`src/sv/hhtp_pkg.sv`:
```
package hhtp_pkg;

  localparam int unsigned KeyW   = 64;
  localparam int unsigned SumW   = 32;
  localparam int unsigned OwnerW = 48;
  localparam int unsigned ProtoW = 16;
  localparam int unsigned TotalW = 64;

  localparam logic OpAdd   = 1'b0;
  localparam logic OpClose = 1'b1;

  typedef struct packed {
    logic [KeyW-1:0] key;
    logic [SumW-1:0] sum;
  } entry_t;

  typedef enum logic [10:0] {
    StIdle    = 11'b000_0000_0001,
    StSrchRd  = 11'b000_0000_0010,
    StSrchChk = 11'b000_0000_0100,
    StMiss    = 11'b000_0000_1000,
    StAppend  = 11'b000_0001_0000,
    StSortI   = 11'b000_0010_0000,
    StSortLd  = 11'b000_0100_0000,
    StSortCmp = 11'b000_1000_0000,
    StSortPut = 11'b001_0000_0000,
    StEmitRd  = 11'b010_0000_0000,
    StEmitOut = 11'b100_0000_0000
  } state_e;

endpackage

```
`src/sv/heavy_hitter_table_prune_core.sv`:
```
// add: linear search of the table; a hit adds to that entry's sum, a miss appends, plus a sort when full
// sort: insertion sort over the entry memory, highest sum first
// close: sort, then one result per entry, last on the final one; an empty table gives a single empty result
// the entry memory has one write port and one registered read port; results cannot be stalled
// rst_ni clears the control state, entry count and interval total; entries are not cleared
module heavy_hitter_table_prune_core #(
  parameter int unsigned MAX_KEPT = 16
) (
  input  logic                         clk_i,
  input  logic                         rst_ni,
  input  logic                         start,
  output logic                         busy,
  input  logic                         op_i,
  input  logic [hhtp_pkg::OwnerW-1:0]  owner_id_i,
  input  logic [hhtp_pkg::ProtoW-1:0]  proto_i,
  input  logic [hhtp_pkg::SumW-1:0]    amount_i,
  output logic                         valid_o,
  output logic [hhtp_pkg::OwnerW-1:0]  out_owner_id_o,
  output logic [hhtp_pkg::ProtoW-1:0]  out_proto_o,
  output logic [hhtp_pkg::SumW-1:0]    entry_sum_o,
  output logic [hhtp_pkg::TotalW-1:0]  interval_total_o,
  output logic                         is_empty_o,
  output logic                         last_o
);
  import hhtp_pkg::*;

  localparam int unsigned Depth = 2 * MAX_KEPT + 1;
  localparam int unsigned AddrW = $clog2(Depth);
  localparam int unsigned CntW  = $clog2(Depth + 1);
  localparam logic [CntW-1:0] DepthC = CntW'(Depth);
  localparam logic [CntW-1:0] KeptC  = CntW'(MAX_KEPT);
  localparam logic [CntW-1:0] OneC   = CntW'(1);
  localparam logic [CntW-1:0] TwoC   = CntW'(2);

  state_e               state_q, state_d;
  logic [CntW-1:0]      count_q, count_d;
  logic [CntW-1:0]      idx_q, idx_d;
  logic [CntW-1:0]      j_q, j_d;
  logic [TotalW-1:0]    total_q, total_d;
  logic                 close_q, close_d;
  logic [KeyW-1:0]      key_q, key_d;
  logic [SumW-1:0]      amt_q, amt_d;
  entry_t               cur_q, cur_d;

  logic                 we;
  logic [CntW-1:0]      waddr, raddr;
  entry_t               wdata, rdata;

  logic                 vld_q, vld_d;
  logic [OwnerW-1:0]    o_owner_q, o_owner_d;
  logic [ProtoW-1:0]    o_proto_q, o_proto_d;
  logic [SumW-1:0]      o_sum_q, o_sum_d;
  logic [TotalW-1:0]    o_total_q, o_total_d;
  logic                 o_empty_q, o_empty_d;
  logic                 o_last_q, o_last_d;

  // entry store
  hhtp_mem #(.Depth(Depth), .AddrW(AddrW)) u_mem (
    .clk_i   (clk_i),
    .we_i    (we),
    .waddr_i (waddr[AddrW-1:0]),
    .wdata_i (wdata),
    .raddr_i (raddr[AddrW-1:0]),
    .rdata_o (rdata)
  );

  // sequencer: search, append, insertion sort, emit
  always_comb begin
    state_d   = state_q;
    count_d   = count_q;
    idx_d     = idx_q;
    j_d       = j_q;
    total_d   = total_q;
    close_d   = close_q;
    key_d     = key_q;
    amt_d     = amt_q;
    cur_d     = cur_q;
    we        = 1'b0;
    waddr     = idx_q;
    wdata     = cur_q;
    raddr     = idx_q;
    vld_d     = 1'b0;
    o_owner_d = o_owner_q;
    o_proto_d = o_proto_q;
    o_sum_d   = o_sum_q;
    o_total_d = o_total_q;
    o_empty_d = o_empty_q;
    o_last_d  = o_last_q;
    unique case (state_q)
      StIdle: begin
        if (start) begin
          key_d   = {owner_id_i, proto_i};
          amt_d   = amount_i;
          close_d = op_i;
          idx_d   = '0;
          if (op_i == OpAdd) begin
            total_d = total_q + TotalW'(amount_i);
            state_d = (count_q == '0) ? StMiss : StSrchRd;
          end else if (count_q == '0) begin
            vld_d     = 1'b1;
            o_owner_d = '0;
            o_proto_d = '0;
            o_sum_d   = '0;
            o_total_d = total_q;
            o_empty_d = 1'b1;
            o_last_d  = 1'b1;
            total_d   = '0;
          end else begin
            idx_d   = OneC;
            state_d = StSortI;
          end
        end
      end
      StSrchRd: begin
        raddr   = idx_q;
        state_d = StSrchChk;
      end
      StSrchChk: begin
        if (rdata.key == key_q) begin
          we      = 1'b1;
          waddr   = idx_q;
          wdata   = '{key: key_q, sum: rdata.sum + amt_q};
          state_d = StIdle;
        end else begin
          idx_d   = idx_q + OneC;
          state_d = (idx_q + OneC == count_q) ? StMiss : StSrchRd;
        end
      end
      StMiss: begin
        if (count_q == DepthC) begin
          idx_d   = OneC;
          state_d = StSortI;
        end else begin
          state_d = StAppend;
        end
      end
      StAppend: begin
        we      = 1'b1;
        waddr   = count_q;
        wdata   = '{key: key_q, sum: amt_q};
        count_d = count_q + OneC;
        state_d = StIdle;
      end
      StSortI: begin
        if (idx_q >= count_q) begin
          idx_d = '0;
          if (close_q) begin
            state_d = StEmitRd;
          end else begin
            count_d = KeptC;
            state_d = StAppend;
          end
        end else begin
          raddr   = idx_q;
          state_d = StSortLd;
        end
      end
      StSortLd: begin
        cur_d   = rdata;
        j_d     = idx_q;
        raddr   = idx_q - OneC;
        state_d = StSortCmp;
      end
      StSortCmp: begin
        we    = 1'b1;
        waddr = j_q;
        if (rdata.sum < cur_q.sum) begin
          wdata = rdata;
          j_d   = j_q - OneC;
          raddr = j_q - TwoC;
          state_d = (j_q == OneC) ? StSortPut : StSortCmp;
        end else begin
          wdata   = cur_q;
          idx_d   = idx_q + OneC;
          state_d = StSortI;
        end
      end
      StSortPut: begin
        we      = 1'b1;
        waddr   = j_q;
        wdata   = cur_q;
        idx_d   = idx_q + OneC;
        state_d = StSortI;
      end
      StEmitRd: begin
        raddr   = idx_q;
        state_d = StEmitOut;
      end
      StEmitOut: begin
        vld_d     = 1'b1;
        o_owner_d = rdata.key[KeyW-1 -: OwnerW];
        o_proto_d = rdata.key[ProtoW-1:0];
        o_sum_d   = rdata.sum;
        o_total_d = total_q;
        o_empty_d = 1'b0;
        o_last_d  = (idx_q + OneC == count_q);
        if (idx_q + OneC == count_q) begin
          count_d = '0;
          total_d = '0;
          state_d = StIdle;
        end else begin
          idx_d   = idx_q + OneC;
          state_d = StEmitRd;
        end
      end
      default: state_d = StIdle;
    endcase
  end

  // control state
  always_ff @(posedge clk_i or negedge rst_ni) begin
    if (!rst_ni) begin
      state_q <= StIdle;
      count_q <= '0;
      total_q <= '0;
      vld_q   <= 1'b0;
    end else begin
      state_q <= state_d;
      count_q <= count_d;
      total_q <= total_d;
      vld_q   <= vld_d;
    end
  end

  // working and result payload
  always_ff @(posedge clk_i) begin
    idx_q     <= idx_d;
    j_q       <= j_d;
    close_q   <= close_d;
    key_q     <= key_d;
    amt_q     <= amt_d;
    cur_q     <= cur_d;
    o_owner_q <= o_owner_d;
    o_proto_q <= o_proto_d;
    o_sum_q   <= o_sum_d;
    o_total_q <= o_total_d;
    o_empty_q <= o_empty_d;
    o_last_q  <= o_last_d;
  end

  assign busy             = (state_q != StIdle);
  assign valid_o          = vld_q;
  assign out_owner_id_o   = o_owner_q;
  assign out_proto_o      = o_proto_q;
  assign entry_sum_o      = o_sum_q;
  assign interval_total_o = o_total_q;
  assign is_empty_o       = o_empty_q;
  assign last_o           = o_last_q;

endmodule

```
`src/sv/hhtp_mem.sv`:
```
module hhtp_mem #(
  parameter int unsigned Depth = 33,
  parameter int unsigned AddrW = 6
) (
  input  logic                  clk_i,
  input  logic                  we_i,
  input  logic [AddrW-1:0]      waddr_i,
  input  hhtp_pkg::entry_t      wdata_i,
  input  logic [AddrW-1:0]      raddr_i,
  output hhtp_pkg::entry_t      rdata_o
);
  import hhtp_pkg::*;

  entry_t mem_q [Depth];
  entry_t rdata_q;

  // one write port, one registered read port
  always_ff @(posedge clk_i) begin
    if (we_i) begin
      mem_q[waddr_i] <= wdata_i;
    end
    rdata_q <= mem_q[raddr_i];
  end

  assign rdata_o = rdata_q;

endmodule

```
`config.mk`:
```
export PLATFORM = sky130hd
export DESIGN_NAME = heavy_hitter_table_prune_core
export DESIGN_NICKNAME = d
export VERILOG_FILES = /design/src/sv/hhtp_pkg.sv /design/src/sv/heavy_hitter_table_prune_core.sv /design/src/sv/hhtp_mem.sv
export SDC_FILE = /design/constraint.sdc
export NUM_CORES = 2
export LEC_CHECK = 0
export BUFFER_PORTS_ARGS = -buffer_cell sky130_fd_sc_hd__buf_2
export CAP_MARGIN = 20
export CORE_MARGIN = 8
export CORE_UTILIZATION = 25
export CTS_BUF_LIST = sky130_fd_sc_hd__clkbuf_8
export DETAILED_ROUTE_END_ITERATION = 7
export GPL_TIMING_DRIVEN = 0
export SLEW_MARGIN = 5
export SYNTH_ARGS = -nofsm -noshare
export SYNTH_HDL_FRONTEND = slang
export SYNTH_SLANG_ARGS = --single-unit
```
`constraint.sdc`:
```
create_clock -name clk_i -period 17.8 [get_ports clk_i]
set_input_delay 3.56 -clock clk_i [delete_from_list [all_inputs] [get_ports clk_i]]
set_output_delay 3.56 -clock clk_i [all_outputs]
set_load 0.02 [all_outputs]
```
==> metrics.txt <==
outcome finished, violations left; failing checks DRC, slew limit; min cycle time layout 7.447 ns; GRT Total Usage 15.93%; hold_buf cts 0; maximum clock insertion buffer count 4; Post-route DRC 1; drt initial violations 13.18k; slowest library cell on the worst path nand4_1; via density per instance 4.963; most frequent cell after synthesis edfxtp_1; crit end category flip-flop; first-pass GRT wire length 714,800 microns; initial antenna violation count 62; post-synth top area share 71.26%; CP Max Fanout 33; Inserted Clock Buffers 588; Filler cells 58.78k; Overflow after GRT 0; Vias 98.26k; Clock Sinks 3,713; Top FF cell, synth edfxtp_1; RSZ-0062 raised after global routing false; Fin. Hold Viols 0; CORE AREA 593,800 sq um; Chip Width 787.9 microns; H-Tree Depth 6; flops & latches, synth 3,713; ys async rst share 2.208%; Initial Util 25.09%; synth top area cells edfxtp_1 (71%), nand2_1 (5.5%), mux2i_1 (4.8%); area growth from synthesis to layout 19.23%; drt total wl 523,800 microns; placed instance count 18.65k; register area share after synthesis 73.92%; area of the multi-input gates 36,070 sq um; Mapped Nets 10.52k; Final Util 29.91%; Max transition margin -1.629%; RePlAce Congestion 0.8934; hold path depth 1; fin area 177,600 sq um; # resized after CTS 0; Vert. Die Dim 787.9 microns; Power Dens Cells 155.1 nW/um^2; vias in the first global route 92.31k; Non-Filler Instances 19.80k; share of cells above drive strength 1 14.13%; fin. max-slew vios 1; MaxCap Viol Count 0; Worst Path Buf+Inv 3; sequential standard cell area 110,100 sq um; Placement Cell Area 165,500 sq um; Syn Inst Count 10.31k; Cell Chain, Critical Path xnor2_1 > nand4_1 > nor4_1 > nand4_1 > inv_1 > nand2_1 > nand2b_1 > clkbuf_2 > buf_1 > a22oi_1 > nand2_1; number of stages on the worst setup path 11; row count 283; Yosys cell types 89; R2R cell count 11; largest vdd supply drop 0.0001002 V; Post-synth EDFFs 3,535; 1st-pass router iterations 8; worst path arrival time 8.31 ns; Worst-path clk slew 0.07 ns; Static Leak 61.66 nW; Post-Route Setup TNS 0 ns; PortBufs 263; largest net degree at the start of global routing 61; die area 620,800 sq um; Period Utilization, post-route 41.84%; WP data required 18.66 ns; skew final 0.1748 ns; slowest cell delay on critical path 0.99 ns; mapped cell area 149,000 sq um; Syn Area/Cell 14.45 sq um; root buffer cell clkbuf_8; kind of critical path flip-flop to flip-flop; HP Class flip-flop to flip-flop; startpoint types flip-flop; Nets 11.65k; Post-synth top cells edfxtp_1 (3,535), nand2_1 (2,180), mux2i_1 (717); DR WL/cell 26.46 microns; post-CTS setup buffers 0; CTS tree done; DRT antenna net count 0; synth warn 0; post-synth top area cell edfxtp_1; HPWL after DPL 373,000 microns; I/O Pins 264; Final Setup Violations 0; delay-heaviest family, CP simple AND/OR/NAND/NOR gates; clock latency on the worst-skew pair 1.37 ns; slew at the pin closest to its max-slew limit 1.524 ns; Peak Freq 134.3 MHz
-- routing by layer --
metal  share of wire, %  routed length [microns]  up-vias  track usage [%]
met2                 42                   219900     6312            23.06
met5              0.056                      293        -                0
met4                4.8                    24950       44            7.208
met3                 14                    74450     1105            6.565
li1                   -                        -    41630                -
met1                 39                   204200    49170            20.71
-- final cells by class --
cell class	count	area share, %
Antenna cell	57	0.08031
Buffer	623	1.631
Clock buffer	626	4.851
Clock inverter	427	1.369
Inverter	114	0.2466
Multi-Input combinational cell	5856	20.31
Sequential cell	3713	62.00
Tap cell	7837	5.521
Timing Repair Buffer	544	3.987
-- placed cells by master (no fill, tap or decap), types with 62 or more instances in the layout --
cell,count
o211a_1,62
edfxtp_1,3535
buf_12,155
dfrtp_1,81
clkbuf_8,626
mux2i_1,717
a22oi_1,131
nand3_1,658
nand4_1,213
inv_1,352
clkbuf_1,286
buf_2,494
clkinv_1,86
nor2_1,105
a32oi_1,192
a21oi_1,179
xnor2_1,108
and2_1,105
buf_16,68
a31oi_1,149
nand2_1,2178
a32o_1,68
o21ai_0,134
ha_1,109
o22a_1,63
dfxtp_1,96
-- where the power goes --
part           switching (mW)  leakage [nW]  internal [mW]
logic                    7.13          21.4           2.78
clock network            3.55          6.50           3.48
registers               0.494          33.8           10.1
total                    11.2          61.7           16.4
-- sequential cells by signal, indices dropped and copies added, names as in the netlist, 32 cells and up --
name and count:
u_mem.rdata_o 96, cur_q 96, entry_sum_o 32, interval_total_o 64
amt_q 32, u_mem.mem_q 3168, key_q 64, out_owner_id_o 48
total_q 64
-- cell families (layout without fill, tap and decap cells) --
| group | Yosys count | after routing | synth area share [%] |
|---|---|---|---|
| other | 0 | 57 | 0 |
| xor gates and xnor gates | 147 | 147 | 0.8643 |
| adders and majority gates | 111 | 111 | 0.9424 |
| buffers and inverters | 737 | 2334 | 2.216 |
| and+or+nand+nor | 3464 | 3464 | 10.16 |
| AOI/OAI and AO/OA | 1408 | 1408 | 7.008 |
| DFF | 3713 | 3713 | 73.92 |
| muxes | 726 | 726 | 4.886 |
-- per-stage QoR --
stage / hold WS, ns / setup WS, ns / power, mW
6_report: 0.3427 / 10.35 / 27.54
5_1_grt: 0.3746 / 10.46 / 28.35
4_1_cts: 0.3545 / 10.63 / 27.26
3_5_place_dp: 0.4413 / 10.13 / 20.30
3_3_place_gp: 0.4334 / -7.383 / 20.10
2_1_floorplan: 0.4288 / 1.888 / 15.77
-- worst paths after layout --
kind	from	end	slack (ns)
max	key_q[16]	u_mem.mem_q[22][76]	10.35
min	u_mem.mem_q[32][82]	u_mem.rdata_o[82]	0.34
max reg2reg	key_q[16]	u_mem.mem_q[22][76]	10.35
min reg2reg	u_mem.mem_q[32][82]	u_mem.rdata_o[82]	0.34
max in group asynchronous	rst_ni	state_q[0]	14.88
min in group asynchronous	rst_ni	total_q[1]	2.23
Note: power is estimated with default switching activity, not from simulation.
